===== src/sv/smbu_pkg.sv =====
// Shared types, codes and constants for the sprite motion and bounds block.
// Used by sprite_motion_bounds_update and smbu_shrink_div; depends on nothing.
`timescale 1ns / 1ps

package smbu_pkg;

    // Default parameter values
    localparam int COORD_BITS_DEF = 16;
    localparam int SHRINK_DIV_DEF = 12;

    // Fixed field widths of the streams and registers
    localparam int FIELD_BITS     = 16;
    localparam int SIZE_BITS      = 12;
    localparam int FRAME_BITS     = 8;
    localparam int DELAY_BITS     = 17;
    localparam int KIND_BITS      = 2;
    localparam int EDGE_BITS      = 2;
    localparam int CFG_IDX_BITS   = 3;
    localparam int IN_TDATA_BITS  = 88;
    localparam int OUT_TDATA_BITS = 136;

    // Item kinds carried in the input tuser
    localparam logic [KIND_BITS-1:0] KIND_TICK   = 2'd0;
    localparam logic [KIND_BITS-1:0] KIND_PLACE  = 2'd1;
    localparam logic [KIND_BITS-1:0] KIND_KILL   = 2'd2;
    localparam logic [KIND_BITS-1:0] KIND_UNUSED = 2'd3;

    // Bounds rules
    localparam logic [EDGE_BITS-1:0] EDGE_STOP   = 2'd0;
    localparam logic [EDGE_BITS-1:0] EDGE_WRAP   = 2'd1;
    localparam logic [EDGE_BITS-1:0] EDGE_BOUNCE = 2'd2;
    localparam logic [EDGE_BITS-1:0] EDGE_DIE    = 2'd3;

    // Configuration register indexes
    localparam logic [CFG_IDX_BITS-1:0] CFG_BOUND_LEFT   = 3'd0;
    localparam logic [CFG_IDX_BITS-1:0] CFG_BOUND_TOP    = 3'd1;
    localparam logic [CFG_IDX_BITS-1:0] CFG_BOUND_RIGHT  = 3'd2;
    localparam logic [CFG_IDX_BITS-1:0] CFG_BOUND_BOTTOM = 3'd3;
    localparam logic [CFG_IDX_BITS-1:0] CFG_EDGE_MODE    = 3'd4;
    localparam logic [CFG_IDX_BITS-1:0] CFG_FRAME_COUNT  = 3'd5;
    localparam logic [CFG_IDX_BITS-1:0] CFG_FRAME_DELAY  = 3'd6;
    localparam logic [CFG_IDX_BITS-1:0] CFG_ONE_SHOT     = 3'd7;

    // Register reset values
    localparam logic signed [FIELD_BITS-1:0] BOUND_RIGHT_RST  = 16'sd640;
    localparam logic signed [FIELD_BITS-1:0] BOUND_BOTTOM_RST = 16'sd480;
    localparam logic [FRAME_BITS-1:0]        FRAME_COUNT_RST  = 8'd1;

    // Configuration register set
    typedef struct packed {
        logic signed [FIELD_BITS-1:0] bound_left;
        logic signed [FIELD_BITS-1:0] bound_top;
        logic signed [FIELD_BITS-1:0] bound_right;
        logic signed [FIELD_BITS-1:0] bound_bottom;
        logic [EDGE_BITS-1:0]         edge_mode;
        logic [FRAME_BITS-1:0]        frame_count;
        logic signed [FIELD_BITS-1:0] frame_delay;
        logic                         one_shot;
    } t_cfg;

endpackage


===== src/sv/smbu_shrink_div.sv =====
// Divides a sprite size by a constant, truncating, through a reciprocal multiply.
// Depends on smbu_pkg for the size width.
`timescale 1ns / 1ps

module smbu_shrink_div
    import smbu_pkg::*;
#(
    parameter int DIV = SHRINK_DIV_DEF
) (
    input  logic [SIZE_BITS-1:0] i_size,
    output logic [SIZE_BITS-1:0] o_quot
);

    // With a shift of twice the size width the rounding error of the reciprocal
    // stays below one part in the divisor for every size, so the quotient is exact.
    localparam int SHIFT      = 2 * SIZE_BITS;
    localparam int RECIP_BITS = SHIFT + 1;
    localparam int PROD_BITS  = SIZE_BITS + RECIP_BITS;
    localparam logic [RECIP_BITS-1:0] RECIP =
        RECIP_BITS'((64'd1 << SHIFT) / DIV + 64'd1);

    logic [PROD_BITS-1:0] w_prod;

    // Multiply by the reciprocal and keep the integer part.
    assign w_prod = PROD_BITS'(i_size) * PROD_BITS'(RECIP);
    assign o_quot = w_prod[SHIFT +: SIZE_BITS];

endmodule


===== src/sv/sprite_motion_bounds_update.sv =====
// Top level of the sprite motion engine: input register, update logic, result register.
// Depends on smbu_pkg and smbu_shrink_div.
//
//   Channel   Direction  Handshake                       Contents
//   s_axis    in         i_s_axis_tvalid/o_s_axis_tready  tuser kind, tdata place fields
//   m_axis    out        o_m_axis_tvalid/i_m_axis_tready  tuser killed, tdata sprite state
//   cfg       in         i_cfg_valid/o_cfg_ready          index and data of one register
//
// One item is taken every cycle unless the input side stalls; its result is registered
// first in the input register and then in the result register.
// The input register and the result register are the only stages: one pass of
// adds, compares and saturation lies between them.
// Synchronous active-low reset restores the register defaults and clears the sprite.
// A stalled result holds the result register; the input register still takes
// one more item, and the input side stalls only when both are full.
`timescale 1ns / 1ps

module sprite_motion_bounds_update
    import smbu_pkg::*;
#(
    parameter int COORD_BITS = COORD_BITS_DEF,
    parameter int SHRINK_DIV = SHRINK_DIV_DEF
) (
    input  logic                          i_clk,
    input  logic                          i_rst_n,
    // Input stream
    input  logic                          i_s_axis_tvalid,
    output logic                          o_s_axis_tready,
    // tdata: place_x, place_y, sprite_width, sprite_height, place_vx, place_vy
    input  logic [IN_TDATA_BITS-1:0]      i_s_axis_tdata,
    // tuser: kind
    input  logic [KIND_BITS-1:0]          i_s_axis_tuser,
    // Result stream
    output logic                          o_m_axis_tvalid,
    input  logic                          i_m_axis_tready,
    // tdata: pos_x, pos_y, vel_x, vel_y, frame_index,
    //        hit_left, hit_top, hit_right, hit_bottom
    output logic [OUT_TDATA_BITS-1:0]     o_m_axis_tdata,
    // tuser: killed
    output logic                          o_m_axis_tuser,
    // Configuration writes
    input  logic                          i_cfg_valid,
    output logic                          o_cfg_ready,
    input  logic [CFG_IDX_BITS-1:0]       i_cfg_index,
    input  logic [FIELD_BITS-1:0]         i_cfg_data
);

    // Working width holds every sum of a coordinate, a size and a bound.
    localparam int W = ((COORD_BITS > FIELD_BITS) ? COORD_BITS : FIELD_BITS) + 3;
    localparam logic signed [W-1:0] SAT_HI = W'((64'sd1 <<< (COORD_BITS - 1)) - 64'sd1);
    localparam logic signed [W-1:0] SAT_LO = -SAT_HI - W'(1);

    // Saturate a working value to the coordinate range.
    function automatic logic signed [COORD_BITS-1:0] f_sat(input logic signed [W-1:0] v);
        if (v > SAT_HI) begin
            return SAT_HI[COORD_BITS-1:0];
        end else if (v < SAT_LO) begin
            return SAT_LO[COORD_BITS-1:0];
        end
        return v[COORD_BITS-1:0];
    endfunction

    // Sign-extend a coordinate to the working width.
    function automatic logic signed [W-1:0] f_ext(input logic signed [COORD_BITS-1:0] v);
        return W'(v);
    endfunction

    // Low field bits of a sign-extended coordinate.
    function automatic logic [FIELD_BITS-1:0] f_low(input logic signed [COORD_BITS-1:0] v);
        logic signed [W-1:0] t;
        t = W'(v);
        return t[FIELD_BITS-1:0];
    endfunction

    // Configuration registers
    t_cfg r_cfg;

    // Input register
    logic                         r_in_valid;
    logic [KIND_BITS-1:0]         r_in_kind;
    logic signed [FIELD_BITS-1:0] r_in_px, r_in_py, r_in_vx, r_in_vy;
    logic [SIZE_BITS-1:0]         r_in_w, r_in_h, r_in_sw, r_in_sh;
    logic [SIZE_BITS-1:0]         w_quot_w, w_quot_h;

    // Sprite state
    logic signed [COORD_BITS-1:0] r_left, r_top, r_vx, r_vy;
    logic signed [COORD_BITS-1:0] n_left, n_top, n_vx, n_vy;
    logic [SIZE_BITS-1:0]         r_size_w, r_size_h, r_shrink_w, r_shrink_h;
    logic [SIZE_BITS-1:0]         n_size_w, n_size_h, n_shrink_w, n_shrink_h;
    logic [FRAME_BITS-1:0]        r_frame, n_frame;
    logic signed [DELAY_BITS-1:0] r_delay, n_delay;
    logic                         r_dying, n_dying;
    logic                         n_killed;

    // Result register
    logic                         r_out_valid;
    logic                         r_out_killed;
    logic [OUT_TDATA_BITS-1:0]    r_out_data;
    logic [OUT_TDATA_BITS-1:0]    n_out_data;

    // Handshake
    logic w_out_load, w_adv, w_in_xfer;

    // Frame step
    logic signed [DELAY_BITS-1:0] w_dec;
    logic [FRAME_BITS:0]          w_frame_inc;
    logic [FRAME_BITS-1:0]        w_step_frame;
    logic signed [DELAY_BITS-1:0] w_step_delay;
    logic                         w_step_dying;

    // Motion
    logic signed [W-1:0] w_px, w_py, w_vx, w_vy, w_szw, w_szh;
    logic signed [W-1:0] w_bl, w_bt, w_br, w_bb;
    logic signed [W-1:0] w_nx, w_ny, w_nxw, w_nyh, w_rmw, w_bmh;
    logic signed [W-1:0] w_cx, w_cy, w_cx2, w_cy2;
    logic signed [W-1:0] w_mx, w_my, w_mvx, w_mvy;
    logic                w_die_out;

    // Result edges
    logic signed [W-1:0]          w_hl, w_ht, w_hr, w_hb;
    logic signed [COORD_BITS-1:0] w_hl_s, w_ht_s, w_hr_s, w_hb_s;

    // Configuration writes are always taken.
    assign o_cfg_ready = 1'b1;

    always_ff @(posedge i_clk) begin
        if (!i_rst_n) begin
            r_cfg.bound_left   <= '0;
            r_cfg.bound_top    <= '0;
            r_cfg.bound_right  <= BOUND_RIGHT_RST;
            r_cfg.bound_bottom <= BOUND_BOTTOM_RST;
            r_cfg.edge_mode    <= EDGE_STOP;
            r_cfg.frame_count  <= FRAME_COUNT_RST;
            r_cfg.frame_delay  <= '0;
            r_cfg.one_shot     <= 1'b0;
        end else if (i_cfg_valid) begin
            unique case (i_cfg_index)
                CFG_BOUND_LEFT:   r_cfg.bound_left   <= i_cfg_data;
                CFG_BOUND_TOP:    r_cfg.bound_top    <= i_cfg_data;
                CFG_BOUND_RIGHT:  r_cfg.bound_right  <= i_cfg_data;
                CFG_BOUND_BOTTOM: r_cfg.bound_bottom <= i_cfg_data;
                CFG_EDGE_MODE:    r_cfg.edge_mode    <= i_cfg_data[EDGE_BITS-1:0];
                CFG_FRAME_COUNT:  r_cfg.frame_count  <= i_cfg_data[FRAME_BITS-1:0];
                CFG_FRAME_DELAY:  r_cfg.frame_delay  <= i_cfg_data;
                CFG_ONE_SHOT:     r_cfg.one_shot     <= i_cfg_data[0];
            endcase
        end
    end

    // The input register moves on whenever the result register is free or drained.
    assign w_out_load      = !r_out_valid || i_m_axis_tready;
    assign w_adv           = r_in_valid && w_out_load;
    assign o_s_axis_tready = !r_in_valid || w_out_load;
    assign w_in_xfer       = i_s_axis_tvalid && o_s_axis_tready;

    // Shrink amounts are worked out on the way into the input register.
    smbu_shrink_div #(.DIV(SHRINK_DIV)) u_shrink_w (
        .i_size (i_s_axis_tdata[43:32]),
        .o_quot (w_quot_w)
    );

    smbu_shrink_div #(.DIV(SHRINK_DIV)) u_shrink_h (
        .i_size (i_s_axis_tdata[55:44]),
        .o_quot (w_quot_h)
    );

    // Input register; the kind starts as a tick so the decode never sees an unknown.
    always_ff @(posedge i_clk) begin
        if (!i_rst_n) begin
            r_in_valid <= 1'b0;
            r_in_kind  <= KIND_TICK;
        end else begin
            if (o_s_axis_tready) begin
                r_in_valid <= i_s_axis_tvalid;
            end
            if (w_in_xfer) begin
                r_in_kind <= i_s_axis_tuser;
            end
        end
    end

    always_ff @(posedge i_clk) begin
        if (w_in_xfer) begin
            r_in_px   <= i_s_axis_tdata[15:0];
            r_in_py   <= i_s_axis_tdata[31:16];
            r_in_w    <= i_s_axis_tdata[43:32];
            r_in_h    <= i_s_axis_tdata[55:44];
            r_in_vx   <= i_s_axis_tdata[71:56];
            r_in_vy   <= i_s_axis_tdata[87:72];
            r_in_sw   <= w_quot_w;
            r_in_sh   <= w_quot_h;
        end
    end

    // Animation step, skipped for a negative delay: count down the delay, then advance, wrap or end the pass.
    assign w_dec       = r_delay - DELAY_BITS'(1);
    assign w_frame_inc = {1'b0, r_frame} + (FRAME_BITS + 1)'(1);

    always_comb begin
        w_step_frame = r_frame;
        w_step_delay = r_delay;
        w_step_dying = r_dying;
        if (!r_cfg.frame_delay[FIELD_BITS-1]) begin
            w_step_delay = w_dec;
            if (w_dec <= DELAY_BITS'(0)) begin
                w_step_delay = DELAY_BITS'(r_cfg.frame_delay);
                w_step_frame = w_frame_inc[FRAME_BITS-1:0];
                if (w_frame_inc >= {1'b0, r_cfg.frame_count}) begin
                    if (r_cfg.one_shot) begin
                        w_step_dying = 1'b1;
                        if (w_frame_inc[FRAME_BITS]) begin
                            w_step_frame = '1;
                        end
                    end else begin
                        w_step_frame = '0;
                    end
                end
            end
        end
    end

    // Move by the velocity in the working width.
    always_comb begin
        w_px  = f_ext(r_left);
        w_py  = f_ext(r_top);
        w_vx  = f_ext(r_vx);
        w_vy  = f_ext(r_vy);
        w_szw = W'(r_size_w);
        w_szh = W'(r_size_h);
        w_bl  = W'(r_cfg.bound_left);
        w_bt  = W'(r_cfg.bound_top);
        w_br  = W'(r_cfg.bound_right);
        w_bb  = W'(r_cfg.bound_bottom);
        w_nx  = w_px + w_vx;
        w_ny  = w_py + w_vy;
        w_nxw = w_nx + w_szw;
        w_nyh = w_ny + w_szh;
        w_rmw = w_br - w_szw;
        w_bmh = w_bb - w_szh;
        // Clamp for the stop rule; the low bound wins when the area is too narrow.
        w_cx  = (w_nx > w_rmw) ? w_rmw : w_nx;
        w_cx2 = (w_cx < w_bl) ? w_bl : w_cx;
        w_cy  = (w_ny > w_bmh) ? w_bmh : w_ny;
        w_cy2 = (w_cy < w_bt) ? w_bt : w_cy;
    end

    // Bounds rule
    always_comb begin
        w_mx      = w_nx;
        w_my      = w_ny;
        w_mvx     = w_vx;
        w_mvy     = w_vy;
        w_die_out = 1'b0;
        unique case (r_cfg.edge_mode)
            EDGE_WRAP: begin
                if (w_nxw < w_bl) begin
                    w_mx = w_br;
                end else if (w_nx > w_br) begin
                    w_mx = w_bl - w_szw;
                end
                if (w_nyh < w_bt) begin
                    w_my = w_bb;
                end else if (w_ny > w_bb) begin
                    w_my = w_bt - w_szh;
                end
            end
            EDGE_BOUNCE: begin
                if (w_nx < w_bl) begin
                    w_mx  = w_bl;
                    w_mvx = -w_vx;
                end else if (w_nxw > w_br) begin
                    w_mx  = w_rmw;
                    w_mvx = -w_vx;
                end
                if (w_ny < w_bt) begin
                    w_my  = w_bt;
                    w_mvy = -w_vy;
                end else if (w_nyh > w_bb) begin
                    w_my  = w_bmh;
                    w_mvy = -w_vy;
                end
            end
            EDGE_DIE: begin
                w_die_out = (w_nxw < w_bl) || (w_nx > w_br) ||
                            (w_nyh < w_bt) || (w_ny > w_bb);
            end
            EDGE_STOP: begin
                if ((w_nx < w_bl) || (w_nx > w_rmw)) begin
                    w_mx  = w_cx2;
                    w_mvx = '0;
                    w_mvy = '0;
                end
                if ((w_ny < w_bt) || (w_ny > w_bmh)) begin
                    w_my  = w_cy2;
                    w_mvx = '0;
                    w_mvy = '0;
                end
            end
        endcase
    end

    // Next sprite state for the item in the input register.
    always_comb begin
        n_left     = r_left;
        n_top      = r_top;
        n_vx       = r_vx;
        n_vy       = r_vy;
        n_size_w   = r_size_w;
        n_size_h   = r_size_h;
        n_shrink_w = r_shrink_w;
        n_shrink_h = r_shrink_h;
        n_frame    = r_frame;
        n_delay    = r_delay;
        n_dying    = r_dying;
        n_killed   = 1'b0;
        unique case (r_in_kind)
            KIND_PLACE: begin
                n_left     = f_sat(W'(r_in_px));
                n_top      = f_sat(W'(r_in_py));
                n_vx       = f_sat(W'(r_in_vx));
                n_vy       = f_sat(W'(r_in_vy));
                n_size_w   = r_in_w;
                n_size_h   = r_in_h;
                n_shrink_w = r_in_sw;
                n_shrink_h = r_in_sh;
                n_frame    = '0;
                n_delay    = '0;
                n_dying    = 1'b0;
            end
            KIND_KILL: begin
                n_dying = 1'b1;
            end
            KIND_UNUSED: begin
                n_killed = 1'b0;
            end
            KIND_TICK: begin
                if (r_dying) begin
                    n_killed = 1'b1;
                end else begin
                    n_frame = w_step_frame;
                    n_delay = w_step_delay;
                    n_dying = w_step_dying;
                    // Leaving the area under the die rule reports kill and does not move.
                    if (w_die_out) begin
                        n_killed = 1'b1;
                    end else begin
                        n_left = f_sat(w_mx);
                        n_top  = f_sat(w_my);
                        n_vx   = f_sat(w_mvx);
                        n_vy   = f_sat(w_mvy);
                    end
                end
            end
        endcase
    end

    // Collision rectangle from the new state.
    always_comb begin
        w_hl   = f_ext(n_left) + W'(n_shrink_w);
        w_ht   = f_ext(n_top) + W'(n_shrink_h);
        w_hr   = f_ext(n_left) + W'(n_size_w) - W'(n_shrink_w);
        w_hb   = f_ext(n_top) + W'(n_size_h) - W'(n_shrink_h);
        w_hl_s = f_sat(w_hl);
        w_ht_s = f_sat(w_ht);
        w_hr_s = f_sat(w_hr);
        w_hb_s = f_sat(w_hb);
        n_out_data = {f_low(w_hb_s), f_low(w_hr_s), f_low(w_ht_s), f_low(w_hl_s),
                      n_frame, f_low(n_vy), f_low(n_vx), f_low(n_top), f_low(n_left)};
    end

    // State registers commit as the item moves into the result register.
    always_ff @(posedge i_clk) begin
        if (!i_rst_n) begin
            r_left     <= '0;
            r_top      <= '0;
            r_vx       <= '0;
            r_vy       <= '0;
            r_size_w   <= '0;
            r_size_h   <= '0;
            r_shrink_w <= '0;
            r_shrink_h <= '0;
            r_frame    <= '0;
            r_delay    <= '0;
            r_dying    <= 1'b0;
        end else if (w_adv) begin
            r_left     <= n_left;
            r_top      <= n_top;
            r_vx       <= n_vx;
            r_vy       <= n_vy;
            r_size_w   <= n_size_w;
            r_size_h   <= n_size_h;
            r_shrink_w <= n_shrink_w;
            r_shrink_h <= n_shrink_h;
            r_frame    <= n_frame;
            r_delay    <= n_delay;
            r_dying    <= n_dying;
        end
    end

    // Result register
    always_ff @(posedge i_clk) begin
        if (!i_rst_n) begin
            r_out_valid <= 1'b0;
        end else if (w_out_load) begin
            r_out_valid <= r_in_valid;
        end
    end

    always_ff @(posedge i_clk) begin
        if (w_adv) begin
            r_out_killed <= n_killed;
            r_out_data   <= n_out_data;
        end
    end

    assign o_m_axis_tvalid = r_out_valid;
    assign o_m_axis_tuser  = r_out_killed;
    assign o_m_axis_tdata  = r_out_data;

`ifndef SYNTHESIS
    a_place_not_killed: assert property (@(posedge i_clk) disable iff (!i_rst_n)
        (w_adv && r_in_kind == KIND_PLACE) |=> (!o_m_axis_tuser && r_frame == '0 && !r_dying))
        else $error("place transfer did not clear the sprite or reported kill");

    a_dying_tick_kills: assert property (@(posedge i_clk) disable iff (!i_rst_n)
        (w_adv && r_in_kind == KIND_TICK && r_dying) |=> o_m_axis_tuser)
        else $error("tick on a dying sprite did not report kill");

    a_kill_holds_motion: assert property (@(posedge i_clk) disable iff (!i_rst_n)
        (w_adv && n_killed) |=> (r_left == $past(r_left) && r_top == $past(r_top) &&
                                 r_vx == $past(r_vx) && r_vy == $past(r_vy)))
        else $error("killed result moved the sprite");

    a_stall_holds_state: assert property (@(posedge i_clk) disable iff (!i_rst_n)
        (!w_adv) |=> (r_left == $past(r_left) && r_frame == $past(r_frame) &&
                      r_dying == $past(r_dying)))
        else $error("sprite state changed without a transfer into the result register");

    a_reset_empty: assert property (@(posedge i_clk)
        (!i_rst_n) |=> (!o_m_axis_tvalid && !r_in_valid))
        else $error("pipeline not empty after reset");
`endif

endmodule


===== config.mk =====
export PLATFORM = sky130hd
export DESIGN_NAME = sprite_motion_bounds_update
export DESIGN_NICKNAME = d
export VERILOG_FILES = /design/src/sv/smbu_pkg.sv /design/src/sv/smbu_shrink_div.sv /design/src/sv/sprite_motion_bounds_update.sv
export SDC_FILE = /design/constraint.sdc
export NUM_CORES = 2
export LEC_CHECK = 0
export CORE_UTILIZATION = 44
export DETAILED_ROUTE_END_ITERATION = 10
export DONT_BUFFER_PORTS = 1
export GPL_ROUTABILITY_DRIVEN = 0
export PLACE_DENSITY = 0.67
export RECOVER_POWER = 25
export SYNTH_ARGS = -nofsm -noshare
export SYNTH_HDL_FRONTEND = slang
export SYNTH_SLANG_ARGS = --single-unit

===== constraint.sdc =====
create_clock -name i_clk -period 19.8 [get_ports i_clk]
set_clock_uncertainty 0.2 [all_clocks]
set_input_delay 1.98 -clock i_clk [delete_from_list [all_inputs] [get_ports i_clk]]
set_output_delay 1.98 -clock i_clk [all_outputs]
set_load 0.03 [all_outputs]

==> flow_summary.ini <==
[outcome]
status = complete, but fails checks
violations = capacitance limit, slew limit

[floorplan]
initial_core_util_pct = 44.7
coreArea_sq_um = 92200
ios = 254
die_w_microns = 308
fp-row-count = 111
die_area_sq_um = 95000
die_y_microns = 308

[timing]
worst_pin_slew_ns = 4.36
slew_headroom_pct = -192
tns_ns = 0
fin_crit_sh_pct = 70.5
finalHoldViolCount = 0
rsz0062_at_grt = no
slew_violations = 313
finalCriticalPeriod_ns = 13.95
whs_ns = 0.253
final-setup-viol-count = 0
max_freq_ghz = 0.0717

[clock_tree]
post_cts_resized = 0
htreeDepth = 2
clk_latency_ns = 0.69
cts_buffer_depth = 3
postCtsSetupRepairBufs = 0
clock_sinks = 476
cts_root_buffer = clkbuf_16
holdBufCountCts = 0
cts_made_buffers = 55
cts_tree = done
clk_pin_slew_ns = 0.06

[global_routing]
grt_pass1_wl_mm = 214
grt_pass1_vias = 35100
grt_use_total_pct = 29.5
grt_max_degree = 116
grt_overflow = 0
antenna_found_initial = 5

[synth]
synth_cell_types = 105
synthesis.nets = 5556
ys_seq_elements = 476
synth_edf_count = 243
synthArstFlopShare_pct = 0
synth_top_area_cell = edfxtp_1
synth_area_leaders = edfxtp_1 18%, ha_1 17%, dfxtp_1 11%, fa_1 6.2%, a21oi_1 5.6%
yosys_warnings = 0
synth_top_area_share_pct = 17.7
synth_area_sq_um = 41300
seq_area_frac_synth_pct = 29.0
synth_most_common_cell = ha_1
synthCells = 4763
synth_flop_cell = edfxtp_1
synthTopCellsByCount = 551 x ha_1, 519 x nand2_1, 461 x a21oi_1
synth.avg_cell_area_sq_um = 8.66

[routing]
dr.pass1.iters = 7
wl_per_cell_microns = 23.7
dr.first_iter.drc_count = 3891
drt_wl_total_mm = 142
dr_total_vias = 36500
viasPerCell = 6.09
postRouteAntennaNets = 0
drc = 0

[worst_setup_path]
r2r_setup_slack_ns = 5.85
slowest_delay_ns = 0.70
critical_path.startpoint = r_vx[0]
r2r_start = r_vx[0]
critPathCaptureType = flop
cp_common_cell = a21oi_1
worst_path_max_delay_cell = or2_1
crit_fanout = 18
critPathLaunchType = flop
arrival_ns = 14.18
crit_required_ns = 20.03
crit_type = flop to flop

[worst_hold_path]
hold_start = r_shrink_h[6]
hold_path.class = flop to flop

[cells_and_area]
final_nets = 5496
drive_above_1_share_pct = 4.74
area_growth_syn_to_layout_pct = 7.97
fin_cells = 5994

[place]
portBuffers = 0
dp_hpwl_mm = 109
placed_cells = 5889

[flow_run]
maxCapViolCount = 5
-- kinds of logic (layout without fill, tap and decap cells) --
| logic type | after synthesis | after routing | share of synthesized area, % |
|---|---|---|---|
| xor+xnor | 177 | 177 | 3.79 |
| mux | 68 | 68 | 1.70 |
| other cells | 1 | 4 | 0.00909 |
| fa+ha+maj | 688 | 688 | 23.1 |
| buf+inv | 634 | 619 | 5.82 |
| flops | 476 | 476 | 29.0 |
| simple gates | 1269 | 1269 | 13.8 |
| compound gates | 1450 | 1450 | 22.7 |
-- registers in the layout (all words and copies together) (netlist names), 16 cells and up --
register        cells
o_m_axis_tdata    136
r_cfg              91
r_delay            17
r_in_px            16
r_in_py            16
r_in_vx            16
r_in_vy            16
r_left             16
r_top              16
r_vx               16
r_vy               16
-- layout by cell type, fill, tap and decap left out, drive strengths merged, types with 77 or more instances in the layout --
cell    Yosys  layout
nor3       77      77
xnor2     132     132
ha        551     551
edfxtp    243     243
a21o      113     113
nor2      330     330
dfxtp     233     233
o21ai     296     296
clkbuf    163      82
a21oi     463     463
fa        128     128
nand2     519     519
inv       450     453
-- metrics by stage --
step	setup WS (ns)	utilization, %	instance area, sq um
2_1_floorplan	8.16	-	41300
3_3_place_gp	6.60	46.3	42700
3_5_place_dp	6.27	46.3	42700
4_1_cts	6.18	48.3	44600
5_1_grt	4.92	48.3	44600
6_report	5.85	48.3	44600
-- worst max-delay path: cells and delay by family, from the launching register on --
family | cells | cell delay (ns)
adders and majority gates | 6 | 2.15
muxes | 1 | 0.36
DFF | 1 | 0.43
buffers and inverters | 1 | 0.07
AOI/OAI and AO/OA | 29 | 7.17
xor gates and xnor gates | 1 | 0.57
and+or+nand+nor | 9 | 2.73
-- layout make-up --
| cell class | count | area, sq um |
|---|---|---|
| fill | 8823 | 47700 |
| tap | 1243 | 1560 |
| sequential | 476 | 12000 |
| clock inverter | 23 | 264 |
| inverter | 455 | 1710 |
| clock buffer | 79 | 1640 |
| antenna | 3 | 7.51 |
| timing repair buffer | 62 | 454 |
| multi-input combinational | 3653 | 27000 |
-- path summary, 6_finish.rpt --
| check | to | cells after the start |
|---|---|---|
| setup / recovery | o_m_axis_tdata[113] | 47 |
| hold / removal | r_shrink_h[6] | 2 |
| setup reg to reg | o_m_axis_tdata[113] | 47 |
| hold reg to reg | r_shrink_h[6] | 2 |
-- layer usage --
| metal | vias up | share of wire, % | global-route usage, % |
|---|---|---|---|
| met2 | 1815 | 44 | 46.7 |
| met4 | 0 | 6.8 | 17.4 |
| met5 | - | 0 | 0 |
| met1 | 17200 | 39 | 36.5 |
| li1 | 17000 | - | - |
| met3 | 493 | 9.7 | 6.93 |
Power is not shown: default switching activity piles up to over one toggle a cycle in this logic, so the estimate is an artifact.
